`src/rtl/pixel_compositor_core_defines.svh`:
```
// Assertion macros shared by the pixel compositor RTL.
`ifndef PIXEL_COMPOSITOR_CORE_DEFINES_SVH
`define PIXEL_COMPOSITOR_CORE_DEFINES_SVH

// Same-cycle implication, sampled on clk and disabled during reset.
`define PXC_ASSERT_NOW(label, ante, cons) \
  label: assert property (@(posedge clk) disable iff (rst) (ante) |-> (cons)) \
    else $error("pixel compositor assertion failed");

// Next-cycle implication, sampled on clk and disabled during reset.
`define PXC_ASSERT_NEXT(label, ante, cons) \
  label: assert property (@(posedge clk) disable iff (rst) (ante) |=> (cons)) \
    else $error("pixel compositor assertion failed");

`endif

```
`src/rtl/pxc_pkg.sv`:
```
// Package with types, codes and constants of the pixel compositor.
`timescale 1ns / 1ps

package pxc_pkg;

  localparam int NUM_CH = 4;
  localparam int CH_W = 8;
  localparam int PIX_W = NUM_CH * CH_W;
  localparam int WGT_W = 2 * CH_W;
  localparam int PROD_W = 24;
  localparam int REM_W = 18;

  localparam logic [2:0] MODE_COPY = 3'd0;
  localparam logic [2:0] MODE_KEY = 3'd1;
  localparam logic [2:0] MODE_TEST = 3'd2;
  localparam logic [2:0] MODE_PIXBLEND = 3'd3;
  localparam logic [2:0] MODE_CONSTBLEND = 3'd4;

  localparam logic [1:0] REG_BLEND_MODE = 2'd0;
  localparam logic [1:0] REG_KEY_COLOR = 2'd1;
  localparam logic [1:0] REG_ALPHA_LEVEL = 2'd2;

  localparam logic [2:0] BLEND_MODE_RESET = MODE_COPY;
  localparam logic [PIX_W-1:0] KEY_COLOR_RESET = 32'd0;
  localparam logic [CH_W-1:0] ALPHA_LEVEL_RESET = 8'd255;

  // Full-scale weight: 255 * 255.
  localparam logic [WGT_W-1:0] DEN = 16'd65025;
  localparam logic [REM_W-1:0] DEN_X1 = 18'd65025;
  localparam logic [REM_W-1:0] DEN_X2 = 18'd130050;
  localparam logic [REM_W-1:0] DEN_X3 = 18'd195075;

  typedef logic [PIX_W-1:0] pixel_t;
  typedef logic [NUM_CH-1:0][PROD_W-1:0] prod_t;

  typedef struct packed {
    logic blend;
    logic we;
  } ctl_t;

endpackage

```
`src/rtl/pxc_front.sv`:
```
// First stage: mode decode, write enable and blend weight.
`timescale 1ns / 1ps

module pxc_front (
  input  logic                          clk,
  input  logic                          rst,
  input  logic                          in_valid,
  output logic                          in_ready,
  input  pxc_pkg::pixel_t               src_pixel,
  input  pxc_pkg::pixel_t               dst_pixel,
  input  logic [2:0]                    blend_mode,
  input  pxc_pkg::pixel_t               key_color,
  input  logic [pxc_pkg::CH_W-1:0]      alpha_level,
  output logic                          out_valid,
  input  logic                          out_ready,
  output pxc_pkg::pixel_t               src_q,
  output pxc_pkg::pixel_t               dst_q,
  output logic [pxc_pkg::WGT_W-1:0]     wgt_q,
  output pxc_pkg::ctl_t                 ctl_q
);

  logic [pxc_pkg::CH_W-1:0]  a_src;
  logic [pxc_pkg::WGT_W-1:0] wgt;
  pxc_pkg::ctl_t             ctl;

  assign a_src = src_pixel[pxc_pkg::PIX_W-1 -: pxc_pkg::CH_W];
  assign in_ready = !out_valid || out_ready;

  always_comb begin
    wgt = '0;
    ctl.blend = 1'b0;
    ctl.we = 1'b1;
    unique case (blend_mode)
      pxc_pkg::MODE_KEY: begin
        ctl.we = (src_pixel != key_color);
      end
      pxc_pkg::MODE_TEST: begin
        ctl.we = (a_src > alpha_level);
      end
      pxc_pkg::MODE_PIXBLEND: begin
        ctl.blend = 1'b1;
        wgt = pxc_pkg::WGT_W'(a_src) * pxc_pkg::WGT_W'(alpha_level);
      end
      pxc_pkg::MODE_CONSTBLEND: begin
        // The level is scaled by 255 so both blends share one divisor.
        ctl.blend = 1'b1;
        wgt = {alpha_level, {pxc_pkg::CH_W{1'b0}}} - {{pxc_pkg::CH_W{1'b0}}, alpha_level};
      end
      default: begin
      end
    endcase
  end

  always_ff @(posedge clk) begin
    if (rst) begin
      out_valid <= 1'b0;
    end else if (in_ready) begin
      out_valid <= in_valid;
    end
  end

  always_ff @(posedge clk) begin
    if (in_ready && in_valid) begin
      src_q <= src_pixel;
      dst_q <= dst_pixel;
      wgt_q <= wgt;
      ctl_q <= ctl;
    end
  end

endmodule

```
`src/rtl/pxc_mix.sv`:
```
// Second stage: weighted sum of source and destination for each channel.
`timescale 1ns / 1ps

module pxc_mix (
  input  logic                          clk,
  input  logic                          rst,
  input  logic                          in_valid,
  output logic                          in_ready,
  input  pxc_pkg::pixel_t               src_pixel,
  input  pxc_pkg::pixel_t               dst_pixel,
  input  logic [pxc_pkg::WGT_W-1:0]     wgt,
  input  pxc_pkg::ctl_t                 ctl,
  output logic                          out_valid,
  input  logic                          out_ready,
  output pxc_pkg::pixel_t               src_q,
  output pxc_pkg::prod_t                prod_q,
  output pxc_pkg::ctl_t                 ctl_q
);

  logic [pxc_pkg::WGT_W-1:0]  wgt_inv;
  logic [pxc_pkg::PROD_W-1:0] wgt_x;
  logic [pxc_pkg::PROD_W-1:0] wgt_inv_x;
  pxc_pkg::prod_t             prod;

  assign wgt_inv = pxc_pkg::DEN - wgt;
  assign wgt_x = pxc_pkg::PROD_W'(wgt);
  assign wgt_inv_x = pxc_pkg::PROD_W'(wgt_inv);
  assign in_ready = !out_valid || out_ready;

  always_comb begin
    for (int ch = 0; ch < pxc_pkg::NUM_CH; ch++) begin
      prod[ch] = pxc_pkg::PROD_W'(dst_pixel[ch*pxc_pkg::CH_W +: pxc_pkg::CH_W]) * wgt_inv_x
               + pxc_pkg::PROD_W'(src_pixel[ch*pxc_pkg::CH_W +: pxc_pkg::CH_W]) * wgt_x;
    end
  end

  always_ff @(posedge clk) begin
    if (rst) begin
      out_valid <= 1'b0;
    end else if (in_ready) begin
      out_valid <= in_valid;
    end
  end

  always_ff @(posedge clk) begin
    if (in_ready && in_valid) begin
      src_q <= src_pixel;
      prod_q <= prod;
      ctl_q <= ctl;
    end
  end

endmodule

```
`src/rtl/pxc_div.sv`:
```
// Third and fourth stages: division by 65025 and the output register.
`timescale 1ns / 1ps

module pxc_div (
  input  logic                  clk,
  input  logic                  rst,
  input  logic                  in_valid,
  output logic                  in_ready,
  input  pxc_pkg::pixel_t       src_pixel,
  input  pxc_pkg::prod_t        prod,
  input  pxc_pkg::ctl_t         ctl,
  output logic                  out_valid,
  input  logic                  out_ready,
  output pxc_pkg::pixel_t       out_pixel,
  output logic                  write_enable
);

  logic                                          est_valid;
  logic                                          est_ready;
  logic [pxc_pkg::NUM_CH-1:0][pxc_pkg::CH_W-1:0] quo;
  logic [pxc_pkg::NUM_CH-1:0][pxc_pkg::REM_W-1:0] rem;
  logic [pxc_pkg::NUM_CH-1:0][pxc_pkg::CH_W-1:0] quo_q;
  logic [pxc_pkg::NUM_CH-1:0][pxc_pkg::REM_W-1:0] rem_q;
  pxc_pkg::pixel_t                               src_q;
  pxc_pkg::ctl_t                                 ctl_q;
  pxc_pkg::pixel_t                               blend_pix;

  assign in_ready = !est_valid || est_ready;
  assign est_ready = !out_valid || out_ready;

  // Estimate the quotient with a shift by 16; the remainder then stays
  // below four times the divisor.
  always_comb begin
    for (int ch = 0; ch < pxc_pkg::NUM_CH; ch++) begin
      quo[ch] = prod[ch][pxc_pkg::PROD_W-1 -: pxc_pkg::CH_W];
      rem[ch] = {2'b00, prod[ch][pxc_pkg::WGT_W-1:0]}
              + {1'b0, quo[ch], 9'd0} - {10'd0, quo[ch]};
    end
  end

  always_comb begin
    for (int ch = 0; ch < pxc_pkg::NUM_CH; ch++) begin
      blend_pix[ch*pxc_pkg::CH_W +: pxc_pkg::CH_W] = quo_q[ch]
        + pxc_pkg::CH_W'(rem_q[ch] >= pxc_pkg::DEN_X1)
        + pxc_pkg::CH_W'(rem_q[ch] >= pxc_pkg::DEN_X2)
        + pxc_pkg::CH_W'(rem_q[ch] >= pxc_pkg::DEN_X3);
    end
  end

  always_ff @(posedge clk) begin
    if (rst) begin
      est_valid <= 1'b0;
      out_valid <= 1'b0;
    end else begin
      if (in_ready) begin
        est_valid <= in_valid;
      end
      if (est_ready) begin
        out_valid <= est_valid;
      end
    end
  end

  always_ff @(posedge clk) begin
    if (in_ready && in_valid) begin
      quo_q <= quo;
      rem_q <= rem;
      src_q <= src_pixel;
      ctl_q <= ctl;
    end
    if (est_ready && est_valid) begin
      out_pixel <= ctl_q.blend ? blend_pix : src_q;
      write_enable <= ctl_q.we;
    end
  end

endmodule

```
`src/rtl/pixel_compositor_core.sv`:
```
// Top level of the pixel compositor: configuration registers and pipeline.
//
//   Channel  Handshake               Payload
//   input    in_valid / in_ready     src_pixel, dst_pixel
//   output   out_valid / out_ready   out_pixel, write_enable
//   config   cfg_we                  cfg_index, cfg_data
//
// Four register stages: decode and weight, channel products, quotient
// estimate, correction into the output register. One pixel per clock while
// out_ready is high. Each stage takes a new transfer when it is empty or
// its successor advances, so bubbles close up and a stall loses nothing.
// Reset clears the valid bits and loads the register reset values.
`timescale 1ns / 1ps
`include "pixel_compositor_core_defines.svh"

module pixel_compositor_core (
  input  logic                      clk,
  input  logic                      rst,
  input  logic                      in_valid,
  output logic                      in_ready,
  input  logic [31:0]               src_pixel,
  input  logic [31:0]               dst_pixel,
  output logic                      out_valid,
  input  logic                      out_ready,
  output logic [31:0]               out_pixel,
  output logic                      write_enable,
  input  logic                      cfg_we,
  input  logic [1:0]                cfg_index,
  input  logic [31:0]               cfg_data
);

  logic [2:0]                 blend_mode;
  pxc_pkg::pixel_t            key_color;
  logic [pxc_pkg::CH_W-1:0]   alpha_level;

  logic                       f_valid;
  logic                       f_ready;
  pxc_pkg::pixel_t            f_src;
  pxc_pkg::pixel_t            f_dst;
  logic [pxc_pkg::WGT_W-1:0]  f_wgt;
  pxc_pkg::ctl_t              f_ctl;

  logic                       m_valid;
  logic                       m_ready;
  pxc_pkg::pixel_t            m_src;
  pxc_pkg::prod_t             m_prod;
  pxc_pkg::ctl_t              m_ctl;

  logic                       key_mode;
  logic                       test_mode;

  always_ff @(posedge clk) begin
    if (rst) begin
      blend_mode <= pxc_pkg::BLEND_MODE_RESET;
      key_color <= pxc_pkg::KEY_COLOR_RESET;
      alpha_level <= pxc_pkg::ALPHA_LEVEL_RESET;
    end else if (cfg_we) begin
      unique case (cfg_index)
        pxc_pkg::REG_BLEND_MODE:  blend_mode <= cfg_data[2:0];
        pxc_pkg::REG_KEY_COLOR:   key_color <= cfg_data;
        pxc_pkg::REG_ALPHA_LEVEL: alpha_level <= cfg_data[pxc_pkg::CH_W-1:0];
        default: begin
        end
      endcase
    end
  end

  pxc_front u_front (
    .clk         (clk),
    .rst         (rst),
    .in_valid    (in_valid),
    .in_ready    (in_ready),
    .src_pixel   (src_pixel),
    .dst_pixel   (dst_pixel),
    .blend_mode  (blend_mode),
    .key_color   (key_color),
    .alpha_level (alpha_level),
    .out_valid   (f_valid),
    .out_ready   (f_ready),
    .src_q       (f_src),
    .dst_q       (f_dst),
    .wgt_q       (f_wgt),
    .ctl_q       (f_ctl)
  );

  pxc_mix u_mix (
    .clk       (clk),
    .rst       (rst),
    .in_valid  (f_valid),
    .in_ready  (f_ready),
    .src_pixel (f_src),
    .dst_pixel (f_dst),
    .wgt       (f_wgt),
    .ctl       (f_ctl),
    .out_valid (m_valid),
    .out_ready (m_ready),
    .src_q     (m_src),
    .prod_q    (m_prod),
    .ctl_q     (m_ctl)
  );

  pxc_div u_div (
    .clk          (clk),
    .rst          (rst),
    .in_valid     (m_valid),
    .in_ready     (m_ready),
    .src_pixel    (m_src),
    .prod         (m_prod),
    .ctl          (m_ctl),
    .out_valid    (out_valid),
    .out_ready    (out_ready),
    .out_pixel    (out_pixel),
    .write_enable (write_enable)
  );

  assign key_mode = (blend_mode == pxc_pkg::MODE_KEY);
  assign test_mode = (blend_mode == pxc_pkg::MODE_TEST);

  `PXC_ASSERT_NOW(a_copy_writes, out_valid && blend_mode == pxc_pkg::MODE_COPY, write_enable)
  `PXC_ASSERT_NOW(a_skip_only_key_test, out_valid && !write_enable, key_mode || test_mode)
  `PXC_ASSERT_NOW(a_key_never_written, out_valid && write_enable && key_mode, out_pixel != key_color)

endmodule

```
`config.mk`:
```
export PLATFORM = sky130hd
export DESIGN_NAME = pixel_compositor_core
export DESIGN_NICKNAME = d
export VERILOG_FILES = /design/src/rtl/pxc_pkg.sv /design/src/rtl/pxc_front.sv /design/src/rtl/pxc_mix.sv /design/src/rtl/pxc_div.sv /design/src/rtl/pixel_compositor_core.sv
export VERILOG_INCLUDE_DIRS = /design/src /design/src/rtl
export SDC_FILE = /design/constraint.sdc
export NUM_CORES = 2
export LEC_CHECK = 0
export BUFFER_PORTS_ARGS = -buffer_cell sky130_fd_sc_hd__buf_4
export CORE_MARGIN = 2
export CORE_UTILIZATION = 30
export CTS_CLUSTER_DIAMETER = 120
export DETAILED_ROUTE_END_ITERATION = 10
export PLACE_DENSITY_LB_ADDON = 0.15
export SYNTH_ARGS = -nofsm -noshare
export SYNTH_HDL_FRONTEND = slang
export SYNTH_SLANG_ARGS = --single-unit
```
`constraint.sdc`:
```
create_clock -name clk -period 35 [get_ports clk]
set_clock_uncertainty 0.2 [all_clocks]
set_input_delay 1.75 -clock clk [delete_from_list [all_inputs] [get_ports clk]]
set_output_delay 1.75 -clock clk [all_outputs]
set_load 0.05 [all_outputs]
```
Word-level counts from Yosys, hierarchy flattened --
Cells that the tools add are included.
Storage, ports and cells: register bits 430, bits in latches 0, bits in writable memories 0, ROM bits 0, input port bits 103, output and inout port bits 35, logic and storage cells 108, memories 0
Operators by class: add/sub/neg operators 26, $mul 9, div/mod/pow operators 0, order comparisons 13, eq/ne operators 7, shifts and indexed selects 0, mux-type cells 4, bitwise gates (word level) 0, reductions and logical operators 17
Operators by type and width (number):
- multiplier 8 x 16 -> 24 bit | 8
- adder 24 bit | 4
- adder 8 x 1 -> 8 bit | 12
- adder 16 x 17 -> 18 bit | 4
- >= comparator 18 x 16 -> 1 bit (second input constant) | 4
- >= comparator 18 x 17 -> 1 bit (second input constant) | 4
- >= comparator 18 bit (second input constant) | 4
- subtractor 18 x 8 -> 18 bit | 4
- 2-to-1 mux 32 bit | 1
- != test 32 bit | 1
- case mux 16 bit (2 select lines) | 1
- multiplier 8 x 8 -> 16 bit | 1
- subtractor 16 bit (first input constant) | 1
- subtractor 16 x 8 -> 16 bit | 1
- greater-than comparator 8 bit | 1
- equality test 3 x 2 -> 1 bit (second input constant) | 2
- AND reduction 2 bit | 3
- logical AND 1 bit | 4
- zero test 1 bit | 4
- logical OR 1 bit | 4
- equality test 3 x 1 -> 1 bit (second input constant) | 1
- equality test 3 bit (second input constant) | 1
- equality test 2 x 1 -> 1 bit (second input constant) | 1
- equality test 2 bit (second input constant) | 1
- 4 further kinds | 4

Longest topological paths before layout --
word-level depth 6, gate-level depth with buffers 29, mapped depth without buffers 26

By module --
Synthesis repeated with hierarchy kept, for this count alone.
Unflattened totals: cells, all modules 5637, area, all modules 55517.0 um^2
Modules (own cells, without submodules):
- pxc_mix | instances 1, cells an instance 4024, area an instance 37335.8 um^2, seq. area each 3923.8 um^2
- pxc_div | instances 1, cells an instance 954, area an instance 10672.7 um^2, seq. area each 5175.0 um^2
- pxc_front | instances 1, cells an instance 472, area an instance 5619.1 um^2, seq. area each 2482.4 um^2
- pixel_compositor_core | instances 1, cells an instance 187, area an instance 1889.3 um^2, seq. area each 860.8 um^2

Worst setup path before layout --
OpenSTA, ideal clock, no wires.
kind input -> register, start input out_ready, end register u_div.ctl_q[0] (netlist bit) (enable), setup time 0.847 ns, arrival time 11.795 ns, data required time 33.953 ns, setup slack 22.159 ns, stages on the path 2, buffers on the path 0, path through nor2b_1 a21boi_0
Between the ends: word-level cells in the longest chain between the ends 3
RTL lines:
- start: declaration | RTL line pixel_compositor_core.sv:24 | input logic out_ready,
- logical OR 1 bit | RTL line pxc_div.sv:29 | assign est_ready = !out_valid || out_ready;
- logical OR 1 bit | RTL line pxc_div.sv:28 | assign in_ready = !est_valid || est_ready;
- logical AND 1 bit | RTL line pxc_div.sv:65 | if (in_ready && in_valid) begin
- end signal: assignment | RTL line pxc_div.sv:69 | ctl_q <= ctl;
- end: declaration | RTL line pxc_div.sv:25 | pxc_pkg::ctl_t ctl_q;
No other way between the ends. A chain may end at the register's enable or synchronous reset.

==> metrics.cfg <==
[outcome]
status=finished clean

[clock_tree]
cts-buffers-inserted=58
ctsResizeCount=0
insertion_delay_ns=0.69
htree_num_levels=2
clock_path_buffers=3
cts_tree=done
cts_root_buffer=clkbuf_16
path_clk_slew_ns=0.06
cts_hold_buffers=0
clock_sinks=430
cts_setup_buffers=0

[final_layout]
seq_area_sq_mm=0.0124
layout-drive-gt1-share_pct=6.01
fill_cells=18691
synthToLayoutAreaGrowth_pct=10.7
multiInputGateArea_sq_mm=0.0370
stdcell_area_sq_mm=0.0605
fin_nets=7059

[timing]
slew_viol_final=0
rsz0062_at_grt=no
hold_viol_final=0
setup_viol=0
post-route-period-util_pct=24.6
tns_ns=0
relSlewSlack_pct=26.4
fmax_mhz=116
fin_crit_ns=8.61
worst_pin_slew_ns=1.10

[grt]
grt_max_degree=68
grt_pass1_wl_microns=244000
grtUsageTotal_pct=17.2
antenna_found_initial=10
grt_pass1_vias=40666
overflow=0

[floorplan]
fp.dieW_microns=431
die_area_sq_mm=0.186
die_y_microns=431
core.rowCount=156
pin_count=138
start_util_pct=30.2
core_area_sq_mm=0.181

[synth]
synth.cell_area_sq_mm=0.0546
yosysMostFrequentCell=inv_1
yosys-top-cells-count=inv_1 (1219), fa_1 (880), nand2_1 (665), and2_1 (516), ha_1 (466)
synth_edf_count=383
synth_top_area_share_pct=32.2
synth_ff_type=edfxtp_1
synth_compound_area_share_pct=6.28
ys_types=79
async_flop_share_pct=0
yosys.area_share.xor_xnor_pct=3.37
syn_inst=5565
ys_seq_area_share_pct=22.8
yosys-top-cells-area=fa_1 (32%), edfxtp_1 (21%), ha_1 (11%)
synth-adder-area-share_pct=42.9
synth_top_family_by_area=adder cells
yosysTopAreaCell=fa_1
synth_simple_gate_area_share_pct=14.4
yosys-mux-area-fraction_pct=0.394
syn_area_per_cell_sq_um=9.82
synth-seq-cells=430
ys_warn_count=0

[critical_path]
rr_startpoint=u_front.wgt_q[1]$_DFFE_PP_
criticalPathCategory=reg2reg
crit_path_start_kind=flop
worstPathMaxFanout=67
endpoint=u_mix.prod_q[40]$_DFFE_PP_
end_kind=flop
rr_worst_depth=24
r2r_slack_ns=26.39
r2r-end=u_mix.prod_q[40]$_DFFE_PP_
cp.required_ns=35.26
crit_arrival_ns=8.87
cp-startpoint=u_front.wgt_q[1]$_DFFE_PP_

[detailed_routing]
drcViolationCount=0
viasPerCell=4.61
vias=37058
dr.pass1.iters=5
avgRoutedWirePerCell_microns=19.3
drtIter0Drc=1866
drtAntennaViolNets=0
wl_microns=155000

[hold_path]
min_path_type=reg2reg
min_path_cells=0

[placed_design]
placed_cell_area_sq_mm=0.0585
dp_hpwl_microns=119000
gp_congestion=0.821
port-buffer-count=137

[run]
drv_cap=0

[metal layers]
| layer | routed length [microns] | track usage (%) | vias up |
|---|---|---|---|
| met5 | 12 | 0 | - |
| met4 | 2250 | 3.05 | 2 |
| met3 | 6020 | 1.99 | 118 |
| met2 | 74600 | 29.3 | 640 |
| met1 | 72000 | 23.6 | 18987 |
| li1 | - | - | 17311 |
[kinds of logic (layout without fill, tap and decap cells)]
| kind of cell | count (synthesis) | after routing |
|---|---|---|
| adder cells (fa/ha/maj) | 1346 | 1346 |
| buffers and inverters | 1440 | 1532 |
| flip-flops | 430 | 430 |
| XOR/XNOR | 210 | 210 |
| other | 1 | 6 |
| AO/OA/AOI/OAI | 527 | 527 |
| AND/OR/NAND/NOR | 1591 | 1591 |
| multiplexers | 20 | 20 |
[flip-flops by register name, summed over array words and instances, names as in the netlist]
name and count:
u_div.rem_q 72, u_mix.out_valid 1, u_front.src_q 32, u_div.est_valid 1
u_mix.src_q 32, u_div.ctl_q 2, u_front.dst_q 32, u_mix.ctl_q 2
u_div.out_pixel 32, u_div.quo_q 32, u_div.write_enable 1, alpha_level 8
u_front.wgt_q 16, blend_mode 3, u_front.out_valid 1, u_div.src_q 32
u_div.out_valid 1, u_mix.prod_q 96, key_color 32, u_front.ctl_q 2
[area by class of cell]
class                   count  share of cell area [%]
multi-input cells        3698                    61.2
flip-flops and latches    430                    20.6
inverters                1222                    7.58
well taps                2370                    4.90
clock buffers              69                    2.50
repair buffers            200                    2.48
clock inverters            41                   0.757
diodes                      2                 0.00827
[placed cells by master (no fill, tap or decap), drive strengths merged, types with 18 or more instances in the layout]
cell	synthesis	final
inv	1221	1226
buf	5	200
o21a	25	25
clkbuf	213	69
a21oi	186	186
nor3	39	39
nor4	19	19
nand2	665	665
a211o	18	18
nand2b	24	24
nor2	157	157
and2	516	516
nor2b	37	37
a211oi	24	24
nand4	21	21
o21ai	87	87
o21bai	18	18
xor2	72	72
dfxtp	47	47
and3	24	24
ha	466	466
edfxtp	383	383
xnor2	138	138
fa	880	880
a21o	55	55
nand3	41	41
clkinv	1	23
[stage by stage]
stage | cells | hold slack, ns | worst slack, ns | util [%]
floorplan | 5568 | 0.200 | 22.16 | -
global placement | 7920 | 0.203 | 26.54 | 32.3
detailed placement | 7920 | 0.205 | 26.34 | 32.3
CTS | 8030 | 0.211 | 26.30 | 33.4
global route | 8032 | 0.220 | 25.87 | 33.4
finish | 8032 | 0.212 | 26.39 | 33.4
[worst max-delay path: stages, from the launching register on]
cell,delay [ns]
edfxtp_1,0.33
buf_4,0.69
inv_1,0.11
ha_1,0.29
nand2_1,0.19
nor3_1,0.10
xnor2_2,0.64
buf_4,0.40
nand2_1,0.12
fa_1,0.54
fa_1,0.51
fa_1,0.51
inv_1,0.05
fa_1,0.47
fa_1,0.54
inv_1,0.05
fa_1,0.53
inv_1,0.04
ha_1,0.37
a211o_1,0.30
o2111ai_1,0.24
a21oi_1,0.17
o31ai_1,0.36
or4b_1,0.47
o311ai_1,0.13
[how the worst min path moves through the flow]
| stage | startpoint | endpoint | slack (ns) |
|---|---|---|---|
| after floorplan | u_mix.ctl_q[0]$_DFFE_PP_ | u_div.ctl_q[0]$_DFFE_PP_ | 0.20 |
| after global placement | u_front.ctl_q[1]$_DFFE_PP_ | u_mix.ctl_q[1]$_DFFE_PP_ | 0.20 |
| after detailed placement | u_mix.src_q[17]$_DFFE_PP_ | u_div.src_q[17]$_DFFE_PP_ | 0.20 |
| after CTS | u_div.ctl_q[0]$_DFFE_PP_ | u_div.write_enable$_DFFE_PP_ | 0.21 |
| after global routing | u_front.ctl_q[1]$_DFFE_PP_ | u_mix.ctl_q[1]$_DFFE_PP_ | 0.22 |
| final | u_mix.src_q[14]$_DFFE_PP_ | u_div.src_q[14]$_DFFE_PP_ | 0.21 |
Power is left out: the tool's default activity adds up to more than one toggle a clock period on the data nets, which glitch-free logic cannot reach.
